<file path="config.mk">
export PLATFORM = sky130hd
export DESIGN_NAME = pid_controller_dual_mode_core
export DESIGN_NICKNAME = d
export VERILOG_FILES = /design/src/rtl/pidc_pkg.sv /design/src/rtl/pid_controller_dual_mode_core.sv
export SDC_FILE = /design/constraint.sdc
export NUM_CORES = 2
export LEC_CHECK = 0
export BUFFER_PORTS_ARGS = -buffer_cell sky130_fd_sc_hd__buf_4
export CAP_MARGIN = 20
export CORE_ASPECT_RATIO = 1.1
export CORE_MARGIN = 5
export CORE_UTILIZATION = 40
export CTS_CLUSTER_DIAMETER = 100
export DETAILED_ROUTE_END_ITERATION = 6
export GPL_TIMING_DRIVEN = 0
export PLACE_DENSITY = 0.53
export SLEW_MARGIN = 10
export SYNTH_ARGS = -nofsm -noshare
export SYNTH_HDL_FRONTEND = slang
export SYNTH_SLANG_ARGS = --single-unit
</file>
<file path="constraint.sdc">
create_clock -name clk_i -period 11.5 [get_ports clk_i]
set_clock_uncertainty 0.1 [all_clocks]
set_input_delay 2.3 -clock clk_i [delete_from_list [all_inputs] [get_ports clk_i]]
set_output_delay 2.3 -clock clk_i [all_outputs]
set_load 0.1 [all_outputs]
</file>
<file path="src/rtl/pidc_pkg.sv">
// Shared constants, opcodes and register indexes of the dual-mode PID controller.
`timescale 1ns / 1ps

package pidc_pkg;

  localparam int SAMPLE_WIDTH   = 16;
  localparam int GAIN_FRAC_BITS = 8;
  localparam int GAIN_W         = 16;
  localparam int LIMIT_W        = 16;
  localparam int INTEG_W        = 40;
  localparam int DRIVE_W        = 24;
  localparam int CFG_IDX_W      = 3;

  localparam logic signed [LIMIT_W-1:0] UPPER_RST = 16'sd100;
  localparam logic signed [LIMIT_W-1:0] LOWER_RST = -16'sd100;

  typedef enum logic {
    OP_UPDATE = 1'b0,
    OP_CLEAR  = 1'b1
  } op_e;

  typedef enum logic {
    MODE_POSITION    = 1'b0,
    MODE_INCREMENTAL = 1'b1
  } mode_e;

  typedef enum logic [CFG_IDX_W-1:0] {
    REG_GAIN_P      = 3'd0,
    REG_GAIN_I      = 3'd1,
    REG_GAIN_D      = 3'd2,
    REG_TARGET      = 3'd3,
    REG_UPPER_LIMIT = 3'd4,
    REG_LOWER_LIMIT = 3'd5,
    REG_LOOP_MODE   = 3'd6
  } reg_idx_e;

endpackage

</file>
<file path="src/rtl/pid_controller_dual_mode_core.sv">
// Top level of the dual-mode PID controller: error history, gain products, integral and clamp.
//
//   channel | direction | handshake                    | payload
//   in      | input     | in_valid_i / in_stall_o      | opcode_i, measurement_i
//   out     | output    | out_valid_o / out_stall_i    | drive_o, clamped_o
//   cfg     | input     | cfg_we_i (no handshake back) | cfg_index_i, cfg_data_i
//
// One word is taken per cycle while in_stall_o is low. A word passes the input register,
// the product register and the result register, in that order.
// The integral and last drive live next to the result register, so the feedback loop
// closes there. A clear word leaves no result. Reset empties all stages and loads
// the register defaults. A stalled output holds its word while the two stages behind it
// still fill, then in_stall_o rises.
`timescale 1ns / 1ps

module pid_controller_dual_mode_core #(
  parameter int SampleWidth  = pidc_pkg::SAMPLE_WIDTH,
  parameter int GainFracBits = pidc_pkg::GAIN_FRAC_BITS,
  localparam int CfgW = (SampleWidth > pidc_pkg::GAIN_W) ? SampleWidth : pidc_pkg::GAIN_W
) (
  input  logic                                clk_i,
  input  logic                                rst_ni,
  input  logic                                cfg_we_i,
  input  logic [pidc_pkg::CFG_IDX_W-1:0]      cfg_index_i,
  input  logic [CfgW-1:0]                     cfg_data_i,
  input  logic                                in_valid_i,
  output logic                                in_stall_o,
  input  logic                                opcode_i,
  input  logic signed [SampleWidth-1:0]       measurement_i,
  output logic                                out_valid_o,
  input  logic                                out_stall_i,
  output logic signed [pidc_pkg::DRIVE_W-1:0] drive_o,
  output logic                                clamped_o
);

  localparam int GainW   = pidc_pkg::GAIN_W;
  localparam int LimW    = pidc_pkg::LIMIT_W;
  localparam int IntegW  = pidc_pkg::INTEG_W;
  localparam int DriveW  = pidc_pkg::DRIVE_W;
  localparam int EW      = SampleWidth + 1;
  localparam int DW      = EW + 2;
  localparam int ProdW   = GainW + DW;
  localparam int ScaledW = LimW + GainFracBits;
  localparam int PW      = ProdW + 2;
  localparam int AW      = ((PW > IntegW) ? PW : IntegW) + 2;

  localparam logic signed [AW-1:0] IntegMax = {{(AW-IntegW+1){1'b0}}, {(IntegW-1){1'b1}}};
  localparam logic signed [AW-1:0] IntegMin = ~IntegMax;

  // configuration registers
  logic signed [GainW-1:0]       gain_p_q, gain_i_q, gain_d_q;
  logic signed [SampleWidth-1:0] target_q;
  logic signed [LimW-1:0]        upper_q, lower_q;
  pidc_pkg::mode_e               mode_q;
  logic                          mode_clr;

  assign mode_clr = cfg_we_i && (cfg_index_i == pidc_pkg::REG_LOOP_MODE);

  always_ff @(posedge clk_i or negedge rst_ni) begin
    if (!rst_ni) begin
      gain_p_q <= '0;
      gain_i_q <= '0;
      gain_d_q <= '0;
      target_q <= '0;
      upper_q  <= pidc_pkg::UPPER_RST;
      lower_q  <= pidc_pkg::LOWER_RST;
      mode_q   <= pidc_pkg::MODE_POSITION;
    end else if (cfg_we_i) begin
      unique case (pidc_pkg::reg_idx_e'(cfg_index_i))
        pidc_pkg::REG_GAIN_P:      gain_p_q <= cfg_data_i[GainW-1:0];
        pidc_pkg::REG_GAIN_I:      gain_i_q <= cfg_data_i[GainW-1:0];
        pidc_pkg::REG_GAIN_D:      gain_d_q <= cfg_data_i[GainW-1:0];
        pidc_pkg::REG_TARGET:      target_q <= cfg_data_i[SampleWidth-1:0];
        pidc_pkg::REG_UPPER_LIMIT: upper_q  <= cfg_data_i[LimW-1:0];
        pidc_pkg::REG_LOWER_LIMIT: lower_q  <= cfg_data_i[LimW-1:0];
        pidc_pkg::REG_LOOP_MODE:   mode_q   <= pidc_pkg::mode_e'(cfg_data_i[0]);
        default: ;
      endcase
    end
  end

  // flow control
  logic s1_v_q, s2_v_q, out_v_q;
  pidc_pkg::op_e s1_op_q, s2_op_q;
  logic adv_out, s2_move, s2_free, s1_move, acc_in, emit;

  assign adv_out    = !out_v_q || !out_stall_i;
  assign s2_move    = s2_v_q && ((s2_op_q == pidc_pkg::OP_CLEAR) || adv_out);
  assign s2_free    = !s2_v_q || s2_move;
  assign s1_move    = s1_v_q && s2_free;
  assign in_stall_o = s1_v_q && !s2_free;
  assign acc_in     = in_valid_i && !in_stall_o;
  assign emit       = s2_v_q && (s2_op_q == pidc_pkg::OP_UPDATE) && adv_out;

  // error and its differences at the input
  logic signed [EW-1:0] pe_q, ppe_q, e_in;
  logic signed [DW-1:0] e_x, pe_x, ppe_x, d1_in, d2_in;

  assign e_in  = {target_q[SampleWidth-1], target_q}
               - {measurement_i[SampleWidth-1], measurement_i};
  assign e_x   = {{2{e_in[EW-1]}}, e_in};
  assign pe_x  = {{2{pe_q[EW-1]}}, pe_q};
  assign ppe_x = {{2{ppe_q[EW-1]}}, ppe_q};
  assign d1_in = e_x - pe_x;
  assign d2_in = e_x - (pe_x <<< 1) + ppe_x;

  always_ff @(posedge clk_i or negedge rst_ni) begin
    if (!rst_ni) begin
      pe_q  <= '0;
      ppe_q <= '0;
    end else if (mode_clr) begin
      pe_q  <= '0;
      ppe_q <= '0;
    end else if (acc_in) begin
      if (pidc_pkg::op_e'(opcode_i) == pidc_pkg::OP_CLEAR) begin
        pe_q  <= '0;
        ppe_q <= '0;
      end else begin
        pe_q <= e_in;
        if (mode_q == pidc_pkg::MODE_INCREMENTAL) begin
          ppe_q <= pe_q;
        end
      end
    end
  end

  // input register
  logic signed [EW-1:0] s1_e_q;
  logic signed [DW-1:0] s1_d1_q, s1_d2_q;

  always_ff @(posedge clk_i or negedge rst_ni) begin
    if (!rst_ni) begin
      s1_v_q  <= 1'b0;
      s1_op_q <= pidc_pkg::OP_UPDATE;
    end else if (!in_stall_o) begin
      s1_v_q  <= in_valid_i;
      s1_op_q <= pidc_pkg::op_e'(opcode_i);
    end
  end

  always_ff @(posedge clk_i) begin
    if (acc_in) begin
      s1_e_q  <= e_in;
      s1_d1_q <= d1_in;
      s1_d2_q <= d2_in;
    end
  end

  // gain products
  logic signed [DW-1:0]    m1, m2, m3;
  logic signed [ProdW-1:0] p1_d, p2_d, p3_d;
  logic signed [ProdW-1:0] s2_t1_q, s2_t2_q, s2_t3_q;

  assign m2   = {{2{s1_e_q[EW-1]}}, s1_e_q};
  assign m1   = (mode_q == pidc_pkg::MODE_POSITION) ? m2 : s1_d1_q;
  assign m3   = (mode_q == pidc_pkg::MODE_POSITION) ? s1_d1_q : s1_d2_q;
  assign p1_d = $signed({{DW{gain_p_q[GainW-1]}}, gain_p_q})
              * $signed({{GainW{m1[DW-1]}}, m1});
  assign p2_d = $signed({{DW{gain_i_q[GainW-1]}}, gain_i_q})
              * $signed({{GainW{m2[DW-1]}}, m2});
  assign p3_d = $signed({{DW{gain_d_q[GainW-1]}}, gain_d_q})
              * $signed({{GainW{m3[DW-1]}}, m3});

  always_ff @(posedge clk_i or negedge rst_ni) begin
    if (!rst_ni) begin
      s2_v_q  <= 1'b0;
      s2_op_q <= pidc_pkg::OP_UPDATE;
    end else if (s2_free) begin
      s2_v_q  <= s1_v_q;
      s2_op_q <= s1_op_q;
    end
  end

  always_ff @(posedge clk_i) begin
    if (s1_move) begin
      s2_t1_q <= p1_d;
      s2_t2_q <= p2_d;
      s2_t3_q <= p3_d;
    end
  end

  // integral, clamp and result
  logic signed [IntegW-1:0]  integ_q;
  logic signed [ScaledW-1:0] prev_drive_q;
  logic signed [AW-1:0] t1a, t2a, t3a, integ_a, pdrv_a, hi_a, lo_a;
  logic signed [AW-1:0] pd, cand_raw, cand, trial, alt, inc, cl_in, cl_out, res;
  logic in_limits, cl_hi, cl_lo, hit, commit;

  assign t1a     = {{(AW-ProdW){s2_t1_q[ProdW-1]}}, s2_t1_q};
  assign t2a     = {{(AW-ProdW){s2_t2_q[ProdW-1]}}, s2_t2_q};
  assign t3a     = {{(AW-ProdW){s2_t3_q[ProdW-1]}}, s2_t3_q};
  assign integ_a = {{(AW-IntegW){integ_q[IntegW-1]}}, integ_q};
  assign pdrv_a  = {{(AW-ScaledW){prev_drive_q[ScaledW-1]}}, prev_drive_q};
  assign hi_a    = {{(AW-ScaledW){upper_q[LimW-1]}}, upper_q, {GainFracBits{1'b0}}};
  assign lo_a    = {{(AW-ScaledW){lower_q[LimW-1]}}, lower_q, {GainFracBits{1'b0}}};

  assign pd        = t1a + t3a;
  assign cand_raw  = integ_a + t2a;
  assign cand      = (cand_raw > IntegMax) ? IntegMax :
                     (cand_raw < IntegMin) ? IntegMin : cand_raw;
  assign trial     = pd + cand;
  assign alt       = pd + integ_a;
  assign inc       = pdrv_a + t1a + t2a + t3a;
  assign in_limits = (trial <= hi_a) && (trial >= lo_a);

  assign cl_in  = (mode_q == pidc_pkg::MODE_POSITION) ? alt : inc;
  assign cl_hi  = cl_in > hi_a;
  assign cl_lo  = cl_in < lo_a;
  assign cl_out = cl_hi ? hi_a : (cl_lo ? lo_a : cl_in);

  always_comb begin
    if (mode_q == pidc_pkg::MODE_POSITION) begin
      res    = in_limits ? trial : cl_out;
      hit    = !in_limits;
      commit = in_limits;
    end else begin
      res    = cl_out;
      hit    = cl_hi || cl_lo;
      commit = 1'b0;
    end
  end

  always_ff @(posedge clk_i or negedge rst_ni) begin
    if (!rst_ni) begin
      integ_q      <= '0;
      prev_drive_q <= '0;
    end else if (mode_clr || (s2_move && (s2_op_q == pidc_pkg::OP_CLEAR))) begin
      integ_q      <= '0;
      prev_drive_q <= '0;
    end else if (emit) begin
      prev_drive_q <= res[ScaledW-1:0];
      if (commit) begin
        integ_q <= cand[IntegW-1:0];
      end
    end
  end

  // output register
  logic signed [DriveW-1:0] drive_q;
  logic                     clamped_q;

  always_ff @(posedge clk_i or negedge rst_ni) begin
    if (!rst_ni) begin
      out_v_q <= 1'b0;
    end else if (adv_out) begin
      out_v_q <= emit;
    end
  end

  always_ff @(posedge clk_i) begin
    if (emit) begin
      drive_q   <= res[DriveW-1:0];
      clamped_q <= hit;
    end
  end

  assign out_valid_o = out_v_q;
  assign drive_o     = drive_q;
  assign clamped_o   = clamped_q;

endmodule

</file>
-- Yosys cells after proc, flatten, opt, wreduce, memory -nomap -nowiden
Index checks and enable logic that the tools add are counted.
- input port bits: 41
- logic and storage cells: 108
- register bits after elaboration: 383
- output and inout port bits: 27
- $add $sub $neg: 11
- eq/ne operators: 6
- reduce and logical (&&, ||, !) cells: 34
- order comparisons: 6
- $mul: 3
- bitwise gates (word level): 1
- mux-type cells: 23
- operators by type and width (kind ; number):
    two-way mux 24 bit ; 6
    two-way mux 42 bit ; 3
    two-way mux 40 bit ; 3
    two-way mux 17 bit ; 7
    multiplier 16 x 19 -> 35 bit ; 2
    adder 36 x 42 -> 42 bit ; 1
    greater-or-equal comparator 42 x 24 -> 1 bit ; 1
    > comparator 42 x 24 -> 1 bit ; 1
    less-or-equal comparator 42 x 24 -> 1 bit ; 1
    less-than comparator 42 x 24 -> 1 bit ; 1
    adder 36 x 40 -> 41 bit ; 1
    adder 40 x 33 -> 41 bit ; 1
    > comparator 41 x 40 -> 1 bit (second input constant) ; 1
    less-than comparator 41 x 40 -> 1 bit (second input constant) ; 1
    adder 37 x 35 -> 38 bit ; 1
    two-way mux 19 bit ; 2
    adder 36 x 33 -> 37 bit ; 1
    adder 24 x 35 -> 36 bit ; 1
    adder 35 x 35 -> 36 bit ; 1
    multiplier 16 x 17 -> 33 bit ; 1
    adder 19 x 17 -> 19 bit ; 1
    subtractor 17 x 18 -> 19 bit ; 1
    AND reduction 2 bit ; 9
    subtractor 17 x 17 -> 18 bit ; 1
    12 further kinds ; 35

-- Longest topological paths before layout
- word-level depth: 11
- gate-level depth with buffers: 40
- mapped depth without buffers: 36

-- Worst setup path after synthesis
OpenSTA, ideal clock, no wires.
- kind: register to register
- start: register s2_t2_q[0]
- end: register drive_q[10], in the netlist drive_o[10], data pin
- buffers on the path: 4
- slack: 2.630 ns
- required time: 11.145 ns
- library setup time: 0.255 ns
- stages on the path, launching flop included: 40
- period minus slack after synthesis: 8.870 ns
- data arrival time: 8.515 ns
- cells stage by stage: edfxtp_1 -> ha_1 -> inv_1 -> fa_1 -> nor2b_1 -> o31a_1 -> o21ai_1 -> o21a_1 -> o31ai_4 -> o2111ai_1 -> a31o_2 -> o32ai_4 -> buf_4 -> nor2_1 -> buf_2 -> nor2_1 -> ha_1 -> and3_1 -> [... 4 more ...] -> nor2_1 -> a2111oi_0 -> nor2_1 -> a2111oi_0 -> a21o_1 -> ha_1 -> nand4_1 -> or2_1 -> or4_1 -> or3_1 -> o221ai_1 -> mux2i_1 -> a22oi_4 -> buf_4 -> buf_6 -> a21oi_1 -> o21ai_0 -> and2_1
- word-level cells in the longest chain between the ends: 9
- elaborated cells between the ends (all ways): 18
- those cells by class: add/sub: 4; order compare: 6; mux: 7; reduce/logical: 1
- ends and longest elaborated chain (element ; RTL line ; text):
    from (decl) ; pid_controller_dual_mode_core.sv:152 ; logic signed [ProdW-1:0] s2_t1_q, s2_t2_q, s2_t3_q;
    from (signal assigned) ; pid_controller_dual_mode_core.sv:177 ; s2_t2_q <= p2_d;
    adder 40 x 33 -> 41 bit ; pid_controller_dual_mode_core.sv:198 ; assign cand_raw = integ_a + t2a;
    less-than comparator 41 x 40 -> 1 bit ; pid_controller_dual_mode_core.sv:200 ; (cand_raw < IntegMin) ? IntegMin : cand_raw;
    two-way mux 42 bit ; pid_controller_dual_mode_core.sv:200 ;
    two-way mux 42 bit ; pid_controller_dual_mode_core.sv:199 ; assign cand = (cand_raw > IntegMax) ? IntegMax :
    adder 36 x 42 -> 42 bit ; pid_controller_dual_mode_core.sv:201 ; assign trial = pd + cand;
    less-or-equal comparator 42 x 24 -> 1 bit or greater-or-equal comparator 42 x 24 -> 1 bit (tied branches) ; pid_controller_dual_mode_core.sv:204 ; assign in_limits = (trial <= hi_a) && (trial >= lo_a);
    logical AND 1 bit ; pid_controller_dual_mode_core.sv:204 ;
    two-way mux 24 bit ; pid_controller_dual_mode_core.sv:213 ; res = in_limits ? trial : cl_out;
    two-way mux 24 bit * ; pid_controller_dual_mode_core.sv:212 ; if (mode_q == pidc_pkg::MODE_POSITION) begin
    named net res[10] ; pid_controller_dual_mode_core.sv:186 ; logic signed [AW-1:0] pd, cand_raw, cand, trial, alt, inc, cl_in, cl_out, res;
    to (signal assigned) ; pid_controller_dual_mode_core.sv:252 ; drive_q <= res[DriveW-1:0];
    to (decl) ; pid_controller_dual_mode_core.sv:239 ; logic signed [DriveW-1:0] drive_q;
Mark *: on every way through the listed nets, which the timed path passes. The rest lies on a longest branch.
A chain may end at the register's enable or synchronous reset.

-- Worst setup path after layout
- start: register mode_q
- end: register s2_t1_q[33], data pin
- word-level cells in the longest chain between the ends: 2
- ends and longest elaborated chain (element ; RTL line ; text):
    from (decl) ; pid_controller_dual_mode_core.sv:54 ; pidc_pkg::mode_e mode_q;
    from (signal assigned) ; pid_controller_dual_mode_core.sv:67 ; mode_q <= pidc_pkg::MODE_POSITION;
    from (signal assigned) ; pid_controller_dual_mode_core.sv:76 ; pidc_pkg::REG_LOOP_MODE: mode_q <= pidc_pkg::mode_e'(cfg_data_i[0]);
    two-way mux 19 bit ; pid_controller_dual_mode_core.sv:155 ; assign m1 = (mode_q == pidc_pkg::MODE_POSITION) ? m2 : s1_d1_q;
    multiplier 16 x 19 -> 35 bit ; pid_controller_dual_mode_core.sv:158 ; * $signed({{GainW{m1[DW-1]}}, m1});
    named net p1_d[33] ; pid_controller_dual_mode_core.sv:151 ; logic signed [ProdW-1:0] p1_d, p2_d, p3_d;
    to (signal assigned) ; pid_controller_dual_mode_core.sv:176 ; s2_t1_q <= p1_d;
    to (decl) ; pid_controller_dual_mode_core.sv:152 ;
The timed path passes the listed nets, and every way through them passes these cells.

==> summary.md <==
| Metric | Value |
|---|---|
| Status | complete, no violations |
| Max Fclk | 88.82 MHz |
| Final Hold Violating Endpoints | 0 |
| GPL Wtd Cong | ~0.96 |
| DR vias/cell | 5.438 |
| Drt first pass iters | 6 |
| Post-synth top area share | between 30 and 40% |
| Post-Synthesis Cells | roughly 6800 |
| Required time of the critical path | about 12 ns |
| EDFF count, synth | between 150 and 200 |
| Setup crit start kind | register |
| CTS tree | yes |
| Longest Clk Path Bufs | 3 |
| Seq/Total Area, Yosys | between 10% and 20% |
| Syn. warnings | 0 |
| RSZ-0062 raised after global routing | no |
| Vias in the first global route | between 50000 and 60000 |
| First-pass GRT wire length | ~320000 microns |
| Die ar. | ~0.17 sq mm |
| DP Worst Slack | -1.440 ns |
| #FFs+latches synth | 382 |
| Fraction of registers with async set/reset | between 50% and 60% |
| Slew HR | approximately a fifth |
| Clock insertion delay at the later pin of the skew report | between 0.6 and 0.7 ns |
| CTS H-tree lvls | 2 |
| Routed len/inst | roughly 23 microns |
| Setup-failing EPs final | 0 |
| Cell variety after synth | a little over 90 |
| CP arrival | 11.43 ns |
| Fin crit share | between 90% and 100% |
| DRC violations left | 0 |
| Post-route ant nets | 0 |
| Synth Flop Type | dfrtp_1 |
| Commonest cells after routing, fill and taps aside | inv_1 (1086), fa_1 (969), nand2_1 (750) |
| Setup slack after layout | ~0.24 ns |
| Worst Hold Margin | 0.4087 ns |
| Final setup TNS | 0 ns |
| Width of the die | between 300 and 400 microns |
| Initial core utilization | ~40% |
| Kind of critical path | register to register |
| Hold_buf cts | 0 |
| Critical Path Sink Type | register |
| Largest net degree at the start of global routing | slightly below 90 |
| CP max stage delay | 0.99 ns |
| Largest area contributor in the netlist | fa_1 |
| HP Class | register to register |
| Iter 0 DRT Violations | 3284 |
| Area grow syn2layout | 8.231% |
| Least-Margin Pin Slew | ~1.2 ns |
| Cts bufs inserted | just under 50 |
| Die Y | about 430 microns |
| Crit-path most repeated cell | fa_1 |
| Area contributors post-synth | fa_1 (30%), ha_1 (12%), edfxtp_1 (8.6%) |
| Post-Syn Nets | ~8400 |
| Max Cap Violations | 0 |
| Fin util | between 40% and 50% |
| Mean Syn Cell Area | about 9.4 sq um |
| Post-DP HPWL | between 150000 and 200000 microns |
| Gr ovfl total | 0 |
| GRT Util Overall | roughly 25% |
| Share of layout cells above drive strength 1 | approximately 6.1% |
| Clk sinks | 382 |
| CP Max Fanout | 10 |
| Final WL | about 210000 microns |
| FP Rows | 153 |
| Slew Viols, Final | 0 |
| Clk slew on worst S/H paths | 0.06 ns |
| Root buf cell | clkbuf_16 |
| Setup slack, reg-to-reg | around 0.24 ns |
| Critical-path top delay cell | o311ai_0 |
| Cell Area, Synth | ~0.064 sq mm |
| Port bufs | between 60 and 70 |
| Antenna violations before repair | 17 |
| Most common cell after layout, fill and taps aside | inv_1 |
| # IOs | between 60 and 70 |
| Minimum clock period | about 11 ns |
| Total core area | 0.1583 sq mm |
| Vias | between 40000 and 50000 |
| Nets | 8531 |
metrics by stage:
stage / cell area, sq um / std cells
after floorplan: 63710 / 6750
after detailed placement: 67060 / 8918
after CTS: 68880 / 9017
after global routing: 68930 / 9018
after global placement: 66820 / 8907
final: 68950 / 9026
metal layers:
layer	up-vias	part of all wire (%)	global-route usage, %
li1	22550	-	-
met1	24820	42	32.89
met2	1359	47	42.28
met3	353	5.5	3.364
met4	4	6.1	12.25
met5	-	0.011	0
flip-flops by register name (all words and copies together), names as in the netlist, 17 cells and up:
| name | flops |
|---|---|
| s2_t3_q | 35 |
| s1_d2_q | 19 |
| prev_drive_q | 24 |
| pe_q | 17 |
| s2_t1_q | 35 |
| s1_d1_q | 18 |
| s1_e_q | 17 |
| s2_t2_q | 33 |
| ppe_q | 17 |
| integ_q | 40 |
| drive_o | 24 |
final cells by class:
| type | instances | area [sq um] |
|---|---|---|
| fillers | 15610 | 89360 |
| multi-input cells | 5056 | 48490 |
| flip-flops and latches | 382 | 10490 |
| inverters | 1091 | 4095 |
| well taps | 2092 | 2618 |
| clock buffers | 66 | 1340 |
| plain buffers | 220 | 893.4 |
| repair buffers | 85 | 760.7 |
| clock inverters | 26 | 247.7 |
| diodes | 8 | 20.02 |
final timing paths:
path | startpoint | cells after the start | to
max in group asynchronous | rst_ni | 2 | gain_d_q[7]
min in group asynchronous | rst_ni | 1 | integ_q[1]
max reg2reg | mode_q | 28 | s2_t1_q[33]
max | mode_q | 28 | s2_t1_q[33]
min reg2reg | pe_q[15] | 1 | pe_q[15]
min | pe_q[15] | 1 | pe_q[15]
logic make-up (layout without fill, tap and decap cells):
family                   Yosys count  after routing  synth area share (%)
AND/OR/NAND/NOR                 1808           1808                 13.75
buffers and inverters           1313           1488                 7.793
AO/OA/AOI/OAI                   1192           1193                 12.33
adder cells (fa/ha/maj)         1633           1633                 43.38
flip-flops                       382            382                 16.46
multiplexers                     133            133                 2.311
other                              0              8                     0
XOR/XNOR                         289            289                 3.973
cell usage after synthesis (all sizes together) (50+ instances only):
master / number
a21o: 140
xnor2: 221
ha: 636
nand2b: 70
nor2: 226
and2: 321
o21a: 61
edfxtp: 182
nand3: 90
fa: 969
o21ai: 231
nor3: 77
clkbuf: 189
xor2: 68
nand2: 750
nor2b: 65
nand4: 50
a21oi: 347
dfrtp: 185
inv: 1091
mux2: 113
repair_timing:
item,4_1_cts,5_1_grt
endpoints found under the setup margin,98,95
gates resized for setup,36,16
cloned,1,0
setup buffers,6,1
pin swaps,3,2
worst max-delay path, delay by kind of cell (launching register included):
family                     cells  cell delay [ns]
DFF                            1             0.43
AOI/OAI and AO/OA              5             1.90
and+or+nand+nor                7             1.98
buffers and inverters          9             2.97
adders and majority gates      7             3.41
Power is not shown: default switching activity piles up to over one toggle a cycle in this logic, so the estimate is an artifact.
